`src/hdl/tect_pkg.sv`:
```
// tect_pkg: shared constants and codes for the threshold error counter table.
// No dependencies; imported by the unit, the checker and the bench.
`default_nettype none

package tect_pkg;

   // default sizes of the table
   localparam int DEF_MAX_GROUPS    = 4;
   localparam int DEF_MAX_INSTANCES = 16;
   localparam int DEF_COUNT_WIDTH   = 12;

   // fixed field widths of the register and item words
   localparam int NUM_PACKED  = 4;
   localparam int LIMIT_W     = 5;
   localparam int GROUPS_W    = 3;
   localparam int LIMITS_W    = NUM_PACKED * LIMIT_W;
   localparam int THRESH_W    = 48;
   localparam int CSR_INDEX_W = 2;
   localparam int CSR_DATA_W  = THRESH_W;

   localparam logic [GROUPS_W-1:0] GROUPS_RESET = 3'd4;

   // configuration register indexes
   localparam logic [CSR_INDEX_W-1:0] CSR_GROUPS     = 2'd0;
   localparam logic [CSR_INDEX_W-1:0] CSR_LIMITS     = 2'd1;
   localparam logic [CSR_INDEX_W-1:0] CSR_THRESHOLDS = 2'd2;

   // opcodes (the unused code behaves as a query)
   localparam logic [1:0] OP_COUNT = 2'd0;
   localparam logic [1:0] OP_CLEAR = 2'd1;
   localparam logic [1:0] OP_QUERY = 2'd2;

   // return codes
   localparam logic [1:0] RC_OK           = 2'd0;
   localparam logic [1:0] RC_EXPIRED      = 2'd1;
   localparam logic [1:0] RC_BAD_GROUP    = 2'd2;
   localparam logic [1:0] RC_BAD_INSTANCE = 2'd3;

   // entry status
   localparam logic [1:0] ST_UNSET   = 2'd0;
   localparam logic [1:0] ST_RUNNING = 2'd1;
   localparam logic [1:0] ST_EXPIRED = 2'd2;

endpackage

`default_nettype wire

```
`src/hdl/tect_ram.sv`:
```
// tect_ram: generic single write port, single read port RAM, registered read.
// No dependencies.
`default_nettype none

module tect_ram #(
   parameter int WIDTH      = 13,
   parameter int DEPTH      = 64,
   parameter int ADDR_WIDTH = (DEPTH > 1) ? $clog2(DEPTH) : 1
) (
   input  wire logic                  clock,
   input  wire logic                  wr_en,
   input  wire logic [ADDR_WIDTH-1:0] wr_addr,
   input  wire logic [WIDTH-1:0]      wr_data,
   input  wire logic                  rd_en,
   input  wire logic [ADDR_WIDTH-1:0] rd_addr,
   output logic      [WIDTH-1:0]      rd_data
);

   logic [WIDTH-1:0] mem_ff [DEPTH];
   logic [WIDTH-1:0] rd_data_ff;

   always_ff @(posedge clock) begin
      if (wr_en) begin
         mem_ff[wr_addr] <= wr_data;
      end
      if (rd_en) begin
         rd_data_ff <= mem_ff[rd_addr];
      end
   end

   assign rd_data = rd_data_ff;

endmodule

`default_nettype wire

```
`src/hdl/threshold_error_counter_table_unit.sv`:
```
// Threshold error counter table: top level.
// Depends on tect_pkg and tect_ram.
//
//   channel   ports                                   handshake
//   request   start, busy, req_opcode/group/instance   start & !busy
//   response  rsp_strobe, rsp_*                       strobe, one cycle, no stall
//   csr       csr_valid, csr_ready, csr_index/wdata   valid & ready
//
// One word accepted per cycle; busy stays low. After acceptance the result passes
// the registered table read (stage 1) and then the registered update.
// A write to the entry read in the same cycle is forwarded from a bypass register.
// Synchronous reset clears the valid bits of all entries at once (entries that
// are not valid read as zero), the expired latch and the pipeline.
// The receiver cannot stall; results are never held back.
`default_nettype none

module threshold_error_counter_table_unit import tect_pkg::*; #(
   parameter int MAX_GROUPS    = DEF_MAX_GROUPS,
   parameter int MAX_INSTANCES = DEF_MAX_INSTANCES,
   parameter int COUNT_WIDTH   = DEF_COUNT_WIDTH
) (
   input  wire logic                   clock,
   input  wire logic                   reset,
   // request
   input  wire logic                   start,
   output logic                        busy,
   input  wire logic [1:0]             req_opcode,
   input  wire logic [3:0]             req_group_index,
   input  wire logic [4:0]             req_instance_index,
   // response
   output logic                        rsp_strobe,
   output logic [1:0]                  rsp_return_code,
   output logic [1:0]                  rsp_entry_status,
   output logic                        rsp_expired_flag,
   output logic [1:0]                  rsp_expired_group,
   output logic [3:0]                  rsp_expired_instance,
   // configuration
   input  wire logic                   csr_valid,
   output logic                        csr_ready,
   input  wire logic [CSR_INDEX_W-1:0] csr_index,
   input  wire logic [CSR_DATA_W-1:0]  csr_wdata
);

   localparam int TABLE_DEPTH = MAX_GROUPS * MAX_INSTANCES;
   localparam int IDX_W       = (TABLE_DEPTH > 1) ? $clog2(TABLE_DEPTH) : 1;
   localparam int ENTRY_W     = COUNT_WIDTH + 1;
   localparam int EXT_W       = THRESH_W + NUM_PACKED * COUNT_WIDTH;

   // configuration registers
   logic [GROUPS_W-1:0] groups_ff;
   logic [LIMITS_W-1:0] limits_ff;
   logic [THRESH_W-1:0] thresholds_ff;

   // address decode
   logic                   accept;
   logic [EXT_W-1:0]       thr_ext;
   logic [LIMIT_W-1:0]     dec_lim;
   logic [COUNT_WIDTH-1:0] dec_thr;
   logic                   dec_gvalid;
   logic                   dec_ivalid;
   logic [9:0]             dec_idx_full;
   logic [IDX_W-1:0]       dec_idx;

   // stage 1
   logic                   s1_vld_ff;
   logic [1:0]             s1_op_ff;
   logic [1:0]             s1_group_ff;
   logic [3:0]             s1_inst_ff;
   logic                   s1_gvalid_ff;
   logic                   s1_ivalid_ff;
   logic [IDX_W-1:0]       s1_idx_ff;
   logic [COUNT_WIDTH-1:0] s1_thr_ff;
   logic                   vbit_rd_ff;

   // table state
   logic [TABLE_DEPTH-1:0] vbit_ff;
   logic [ENTRY_W-1:0]     ram_rdata;
   logic                   fwd_vld_ff;
   logic [IDX_W-1:0]       fwd_idx_ff;
   logic [ENTRY_W-1:0]     fwd_data_ff;

   // update
   logic [ENTRY_W-1:0]     cur_entry;
   logic [COUNT_WIDTH:0]   cnt_inc;
   logic [ENTRY_W-1:0]     new_entry;
   logic                   wr_en;
   logic                   is_mod;
   logic [1:0]             rc_in;
   logic [1:0]             status_in;

   // expired latch and response
   logic       latch_ff,  latch_in;
   logic [1:0] lgroup_ff, lgroup_in;
   logic [3:0] linst_ff,  linst_in;
   logic       rsp_strobe_ff;
   logic [1:0] rsp_rc_ff;
   logic [1:0] rsp_status_ff;
   logic       rsp_flag_ff;
   logic [1:0] rsp_group_ff;
   logic [3:0] rsp_inst_ff;

   assign busy      = 1'b0;
   assign csr_ready = 1'b1;
   assign accept    = start & ~busy;

   // ---------------- decode of the incoming word ----------------
   assign thr_ext = {{(NUM_PACKED * COUNT_WIDTH){1'b0}}, thresholds_ff};

   always_comb begin
      dec_lim = '0;
      dec_thr = '0;
      for (int k = 0; k < NUM_PACKED; k++) begin
         if (req_group_index == 4'(k)) begin
            dec_lim = limits_ff[k*LIMIT_W +: LIMIT_W];
            dec_thr = thr_ext[k*COUNT_WIDTH +: COUNT_WIDTH];
         end
      end
      if (dec_lim > LIMIT_W'(MAX_INSTANCES)) begin
         dec_lim = LIMIT_W'(MAX_INSTANCES);
      end
   end

   assign dec_gvalid = ({1'b0, req_group_index} < {2'b00, groups_ff}) &&
                       ({1'b0, req_group_index} < 5'(MAX_GROUPS));
   assign dec_ivalid = dec_gvalid && (req_instance_index < dec_lim);
   assign dec_idx_full = 10'(req_group_index) * 10'(MAX_INSTANCES) +
                         10'(req_instance_index);
   assign dec_idx = dec_ivalid ? dec_idx_full[IDX_W-1:0] : '0;

   tect_ram #(
      .WIDTH      (ENTRY_W),
      .DEPTH      (TABLE_DEPTH),
      .ADDR_WIDTH (IDX_W)
   ) u_table (
      .clock   (clock),
      .wr_en   (wr_en),
      .wr_addr (s1_idx_ff),
      .wr_data (new_entry),
      .rd_en   (accept),
      .rd_addr (dec_idx),
      .rd_data (ram_rdata)
   );

   // ---------------- update of the addressed entry ----------------
   // a write at the edge of our read is not seen by the RAM; take the bypass
   always_comb begin
      if (fwd_vld_ff && fwd_idx_ff == s1_idx_ff) begin
         cur_entry = fwd_data_ff;
      end else if (vbit_rd_ff) begin
         cur_entry = ram_rdata;
      end else begin
         cur_entry = '0;
      end
   end

   assign cnt_inc = {1'b0, cur_entry[COUNT_WIDTH-1:0]} + 1'b1;
   assign is_mod  = s1_op_ff inside {OP_COUNT, OP_CLEAR};

   always_comb begin
      rc_in     = RC_OK;
      new_entry = cur_entry;
      wr_en     = 1'b0;
      latch_in  = latch_ff;
      lgroup_in = lgroup_ff;
      linst_in  = linst_ff;
      if (is_mod && latch_ff) begin
         rc_in = RC_EXPIRED;
      end else if (!s1_gvalid_ff) begin
         rc_in = RC_BAD_GROUP;
      end else if (!s1_ivalid_ff) begin
         rc_in = RC_BAD_INSTANCE;
      end else begin
         case (s1_op_ff)
            OP_COUNT: begin
               wr_en = s1_vld_ff;
               if (cnt_inc >= {1'b0, s1_thr_ff}) begin
                  // expired: marker bit, count parked at zero
                  new_entry = {1'b1, {COUNT_WIDTH{1'b0}}};
                  latch_in  = s1_vld_ff | latch_ff;
                  if (s1_vld_ff) begin
                     lgroup_in = s1_group_ff;
                     linst_in  = s1_inst_ff;
                  end
               end else begin
                  new_entry = {1'b0, cnt_inc[COUNT_WIDTH-1:0]};
               end
            end
            OP_CLEAR: begin
               wr_en     = s1_vld_ff;
               new_entry = '0;
            end
            default: begin
            end
         endcase
      end
   end

   // status after the step; a lowered threshold reads a running count as expired
   always_comb begin
      if (!s1_ivalid_ff) begin
         status_in = ST_UNSET;
      end else if (new_entry[COUNT_WIDTH]) begin
         status_in = ST_EXPIRED;
      end else if (new_entry[COUNT_WIDTH-1:0] == '0) begin
         status_in = ST_UNSET;
      end else if (new_entry[COUNT_WIDTH-1:0] >= s1_thr_ff) begin
         status_in = ST_EXPIRED;
      end else begin
         status_in = ST_RUNNING;
      end
   end

   // ---------------- control registers ----------------
   always_ff @(posedge clock) begin
      if (reset) begin
         groups_ff     <= GROUPS_RESET;
         limits_ff     <= '0;
         thresholds_ff <= '0;
         s1_vld_ff     <= 1'b0;
         vbit_ff       <= '0;
         fwd_vld_ff    <= 1'b0;
         latch_ff      <= 1'b0;
         lgroup_ff     <= '0;
         linst_ff      <= '0;
         rsp_strobe_ff <= 1'b0;
      end else begin
         if (csr_valid && csr_ready) begin
            case (csr_index)
               CSR_GROUPS:     groups_ff     <= csr_wdata[GROUPS_W-1:0];
               CSR_LIMITS:     limits_ff     <= csr_wdata[LIMITS_W-1:0];
               CSR_THRESHOLDS: thresholds_ff <= csr_wdata[THRESH_W-1:0];
               default: begin
               end
            endcase
         end
         s1_vld_ff <= accept;
         if (wr_en) begin
            vbit_ff[s1_idx_ff] <= 1'b1;
         end
         fwd_vld_ff    <= wr_en;
         latch_ff      <= latch_in;
         lgroup_ff     <= lgroup_in;
         linst_ff      <= linst_in;
         rsp_strobe_ff <= s1_vld_ff;
      end
   end

   // ---------------- payload registers ----------------
   always_ff @(posedge clock) begin
      if (accept) begin
         s1_op_ff     <= req_opcode;
         s1_group_ff  <= req_group_index[1:0];
         s1_inst_ff   <= req_instance_index[3:0];
         s1_gvalid_ff <= dec_gvalid;
         s1_ivalid_ff <= dec_ivalid;
         s1_idx_ff    <= dec_idx;
         s1_thr_ff    <= dec_thr;
         vbit_rd_ff   <= vbit_ff[dec_idx];
      end
      if (wr_en) begin
         fwd_idx_ff  <= s1_idx_ff;
         fwd_data_ff <= new_entry;
      end
      rsp_rc_ff     <= rc_in;
      rsp_status_ff <= status_in;
      rsp_flag_ff   <= latch_in;
      rsp_group_ff  <= lgroup_in;
      rsp_inst_ff   <= linst_in;
   end

   assign rsp_strobe           = rsp_strobe_ff;
   assign rsp_return_code      = rsp_rc_ff;
   assign rsp_entry_status     = rsp_status_ff;
   assign rsp_expired_flag     = rsp_flag_ff;
   assign rsp_expired_group    = rsp_group_ff;
   assign rsp_expired_instance = rsp_inst_ff;

endmodule

`default_nettype wire

```
`config.mk`:
```
export PLATFORM = sky130hd
export DESIGN_NAME = threshold_error_counter_table_unit
export DESIGN_NICKNAME = d
export VERILOG_FILES = /design/src/hdl/tect_pkg.sv /design/src/hdl/tect_ram.sv /design/src/hdl/threshold_error_counter_table_unit.sv
export SDC_FILE = /design/constraint.sdc
export NUM_CORES = 1
export LEC_CHECK = 0
export BUFFER_PORTS_ARGS = -buffer_cell sky130_fd_sc_hd__buf_2
export CAP_MARGIN = 40
export CORE_MARGIN = 4
export CORE_UTILIZATION = 25
export CTS_CLUSTER_DIAMETER = 200
export CTS_CLUSTER_SIZE = 16
export DETAILED_ROUTE_END_ITERATION = 7
export PLACE_DENSITY = 0.5
export SYNTH_ARGS = -nofsm -noshare
export SYNTH_HDL_FRONTEND = slang
export SYNTH_HIERARCHICAL = 1
export SYNTH_SLANG_ARGS = --single-unit
```
`constraint.sdc`:
```
create_clock -name clock -period 10.7 [get_ports clock]
set_clock_uncertainty 0.05 [all_clocks]
set_input_delay 2.14 -clock clock [delete_from_list [all_inputs] [get_ports clock]]
set_output_delay 2.14 -clock clock [all_outputs]
set_load 0.01 [all_outputs]
```
==> summary.md <==
| Metric | Value |
|---|---|
| Distinct cells, synth | `80` |
| Critical path arrival | `8.88 ns` |
| Largest net degree at the start of global routing | `just under 90` |
| Fin. Hold Viols | `0` |
| Seq/Total Area, Yosys | `between 70 and 80%` |
| Number of max-cap violations | `0` |
| Pwr dens | `between 150 and 200 mW/mm^2` |
| Synthesis-stage register bit count | `roughly 1.0k` |
| Yosys synthesis warning count | `6` |
| Port bufs | `76` |
| Primary FF master, synth | `edfxtp_1` |
| Syn-to-layout area delta | `14.4%` |
| CTS Root Cell | `clkbuf_16` |
| Via count | `approximately 23k` |
| Post-CTS Hold Fix Bufs | `0` |
| Cells after Synth | `between 2k and 2.5k` |
| Initial DRC Count | `slightly below 2k` |
| Post-Syn Area | `roughly 0.042 mm^2` |
| Min-delay worst type | `reg2reg` |
| Cell Area, Placed | `0.0462 mm^2` |
| Fin area | `0.0482 mm^2` |
| Fin crit share | `78.1%` |
| Post-DR wirelength/cell | `around 23 um` |
| Core outline area | `about 0.17 mm^2` |
| Routability-driven placement congestion ratio | `0.789` |
| WP data required | `11.22 ns` |
| Post-synth top area share | `roughly 64%` |
| Vias in the first global route | `22.7k` |
| Unrepaired setup endpoints after global routing | `false` |
| Design Power | `7.41 mW` |
| Synthesized area per cell | `17.2 um^2` |
| CTS clk-pin slew, worst paths | `approximately 0.08 ns` |
| Crit path kind | `reg2reg` |
| Post-synth top area cell | `edfxtp_1` |
| Die span in x | `roughly 420 um` |
| Status | `finished, final reports clean` |
| CP endpoint kind | `flip-flop` |
| Die ar. | `0.175 mm^2` |
| Syn Nets | `roughly 2.5k` |
| Starting Density | `around 25%` |
| Measured slew at the worst slew-check pin | `approximately 0.95 ns` |
| Lkg Pwr | `14.7 nW` |
| Max incr delay on CP | `between 0.8 and 0.9 ns` |
| Setup_tns | `0 ns` |
| Hpwl dp | `70500 um` |
| H-tree depth | `3` |
| Worst-case clock buffer depth | `3` |
| Post-synth ARST share | `0%` |
| Clk sinks | `roughly 1.0k` |
| Ranking of synthesized cells by area | `edfxtp_1, mux4_2, dfxtp_1` |
| Initial antenna violation count | `3` |
| Slew Limit Fails | `0` |
| Share of cells above drive strength 1 | `between 20% and 30%` |
| GRT Overall Usage | `around 13%` |
| Routed WL | `~110000 um` |
| Gates resized, CTS repair | `0` |
| Fillers | `16.7k` |
| Max transition margin | `a little under two fifths` |
| Via density per instance | `roughly 4.7` |
| IO Pins | `79` |
| Overflow after GRT | `0` |
| Max IR drop VDD | `roughly 0.00010 V` |
| Non-filler cells, final | `a little under 5k` |
| Final net count | `~2.7k` |
| Post-CTS Setup Repair Bufs | `0` |
| DRC | `0` |
| Die Ht | `approximately 420 um` |
| CTS tree | `yes` |
| First drt pass iteration count | `5` |
| Post-Place Cells | `between 4k and 5k` |
| Worst-Skew Late Latency | `approximately 0.67 ns` |
| Post-route ant nets | `0` |
| Final setup fails | `0` |
| First-pass GRT wire length | `162000 um` |
| CTS buffer count | `75` |
| Critical path fanouts, max | `66` |
| Startpoint Class | `flip-flop` |
| Crit path time final | `approximately 8.4 ns` |
| Slowest library cell on the worst path | `edfxtp_1` |
| Std-Cell Rows | `150` |
| FMAX | `~0.12 GHz` |
| Post-synth EDFFs | `approximately 900` |
[power breakdown]
part	switching [mW]	internal, mW
clock network	1.34	1.30
registers	0.0212	4.45
logic	0.202	0.0964
[worst max-delay path: cells and delay by family, from the launching register on]
kind / cells / cell delay [ns]
and+or+nand+nor: 8 / 2.17
adders and majority gates: 3 / 1.03
muxes: 1 / 0.28
DFF: 1 / 0.89
AOI/OAI and AO/OA: 12 / 2.74
buffers and inverters: 3 / 0.92
xor gates and xnor gates: 1 / 0.20
[routing by layer]
metal  vias to the layer above  routed length [um]  GRT usage (%)  part of all wire [%]
met4                         0                2270           3.43                   2.1
met3                       105                6320           2.11                   5.7
met1                     11922               49300           17.3                    44
met2                       622               53000           20.4                    48
li1                       9917                   -              -                     -
met5                         -                   0              0                     0
[stage by stage]
stage / hold slack [ns] / util, % / worst slack [ns]
final: 0.406 / 28.8 / 2.35
after global routing: 0.420 / 28.8 / 1.74
after CTS: 0.406 / 28.8 / 2.33
after detailed placement: 0.394 / 27.6 / 2.30
after global placement: 0.389 / 27.2 / 2.35
after floorplan: 0.383 / - / 2.64
[layout make-up]
cell class                 count  area [um^2]  area share [%]
tap                         2204         2760            5.72
clock buffer                  95         1990            4.13
antenna                        2         5.00          0.0104
clock inverter                 3         26.3          0.0545
timing repair buffer         196         1660            3.45
multi-input combinational   1169        11500            23.8
inverter                      94          363           0.752
sequential                  1049        29900            62.1
[logic make-up after synthesis]
kind of cell	share of synthesized area [%]
simple gates	5.22
compound gates	5.49
flops	71.0
other cells	0.0178
fa+ha+maj	0.949
xor+xnor	0.291
buf+inv	2.50
mux	14.6
[cells in the mapped netlist, types with 32 or more instances]
library cell	count
inv_1	91
mux2i_1	53
a21oi_1	106
clkbuf_1	64
nand2_1	195
dfxtp_1	156
o22ai_1	69
mux4_2	243
nor2b_1	38
ha_1	32
edfxtp_1	893
nor2_1	104
[path summary, 6_finish.rpt]
| path | slack [ns] | end | cells after the start | from |
|---|---|---|---|---|
| hold / removal | 0.41 | thresholds_ff[27]$_SDFFE_PP0P_ | 2 | thresholds_ff[27]$_SDFFE_PP0P_ |
| hold reg to reg | 0.41 | thresholds_ff[27]$_SDFFE_PP0P_ | 2 | thresholds_ff[27]$_SDFFE_PP0P_ |
| setup reg to reg | 2.35 | rsp_entry_status[0]$_SDFF_PP0_ | 28 | s1_idx_ff[3]$_DFFE_PP_ |
| setup / recovery | 2.35 | rsp_entry_status[0]$_SDFF_PP0_ | 28 | s1_idx_ff[3]$_DFFE_PP_ |
[flip-flops by register name, indices dropped and copies added, names as in the netlist, 3 cells and up]
name,count
u_table/rd_data,13
thresholds_ff,48
s1_idx_ff,6
groups_ff,3
rsp_expired_instance,4
linst_ff,4
fwd_idx_ff,6
limits_ff,20
s1_thr_ff,12
vbit_ff,64
u_table/mem_ff,832
fwd_data_ff,13
s1_inst_ff,4
[layout by cell type (no fill, tap or decap), types with 53 or more instances in the layout]
cell type  Yosys  layout
edfxtp_1     893     893
mux4_2       243     243
nand2_1      195     195
dfxtp_1      156     156
a21oi_1      106     105
inv_1         91      87
buf_2         31      79
clkbuf_16      0      77
o22ai_1       69      69
buf_4         20      66
nor2_1       104      57
mux2i_1       53      53
No activity file was read; power rests on OpenSTA's default activity.
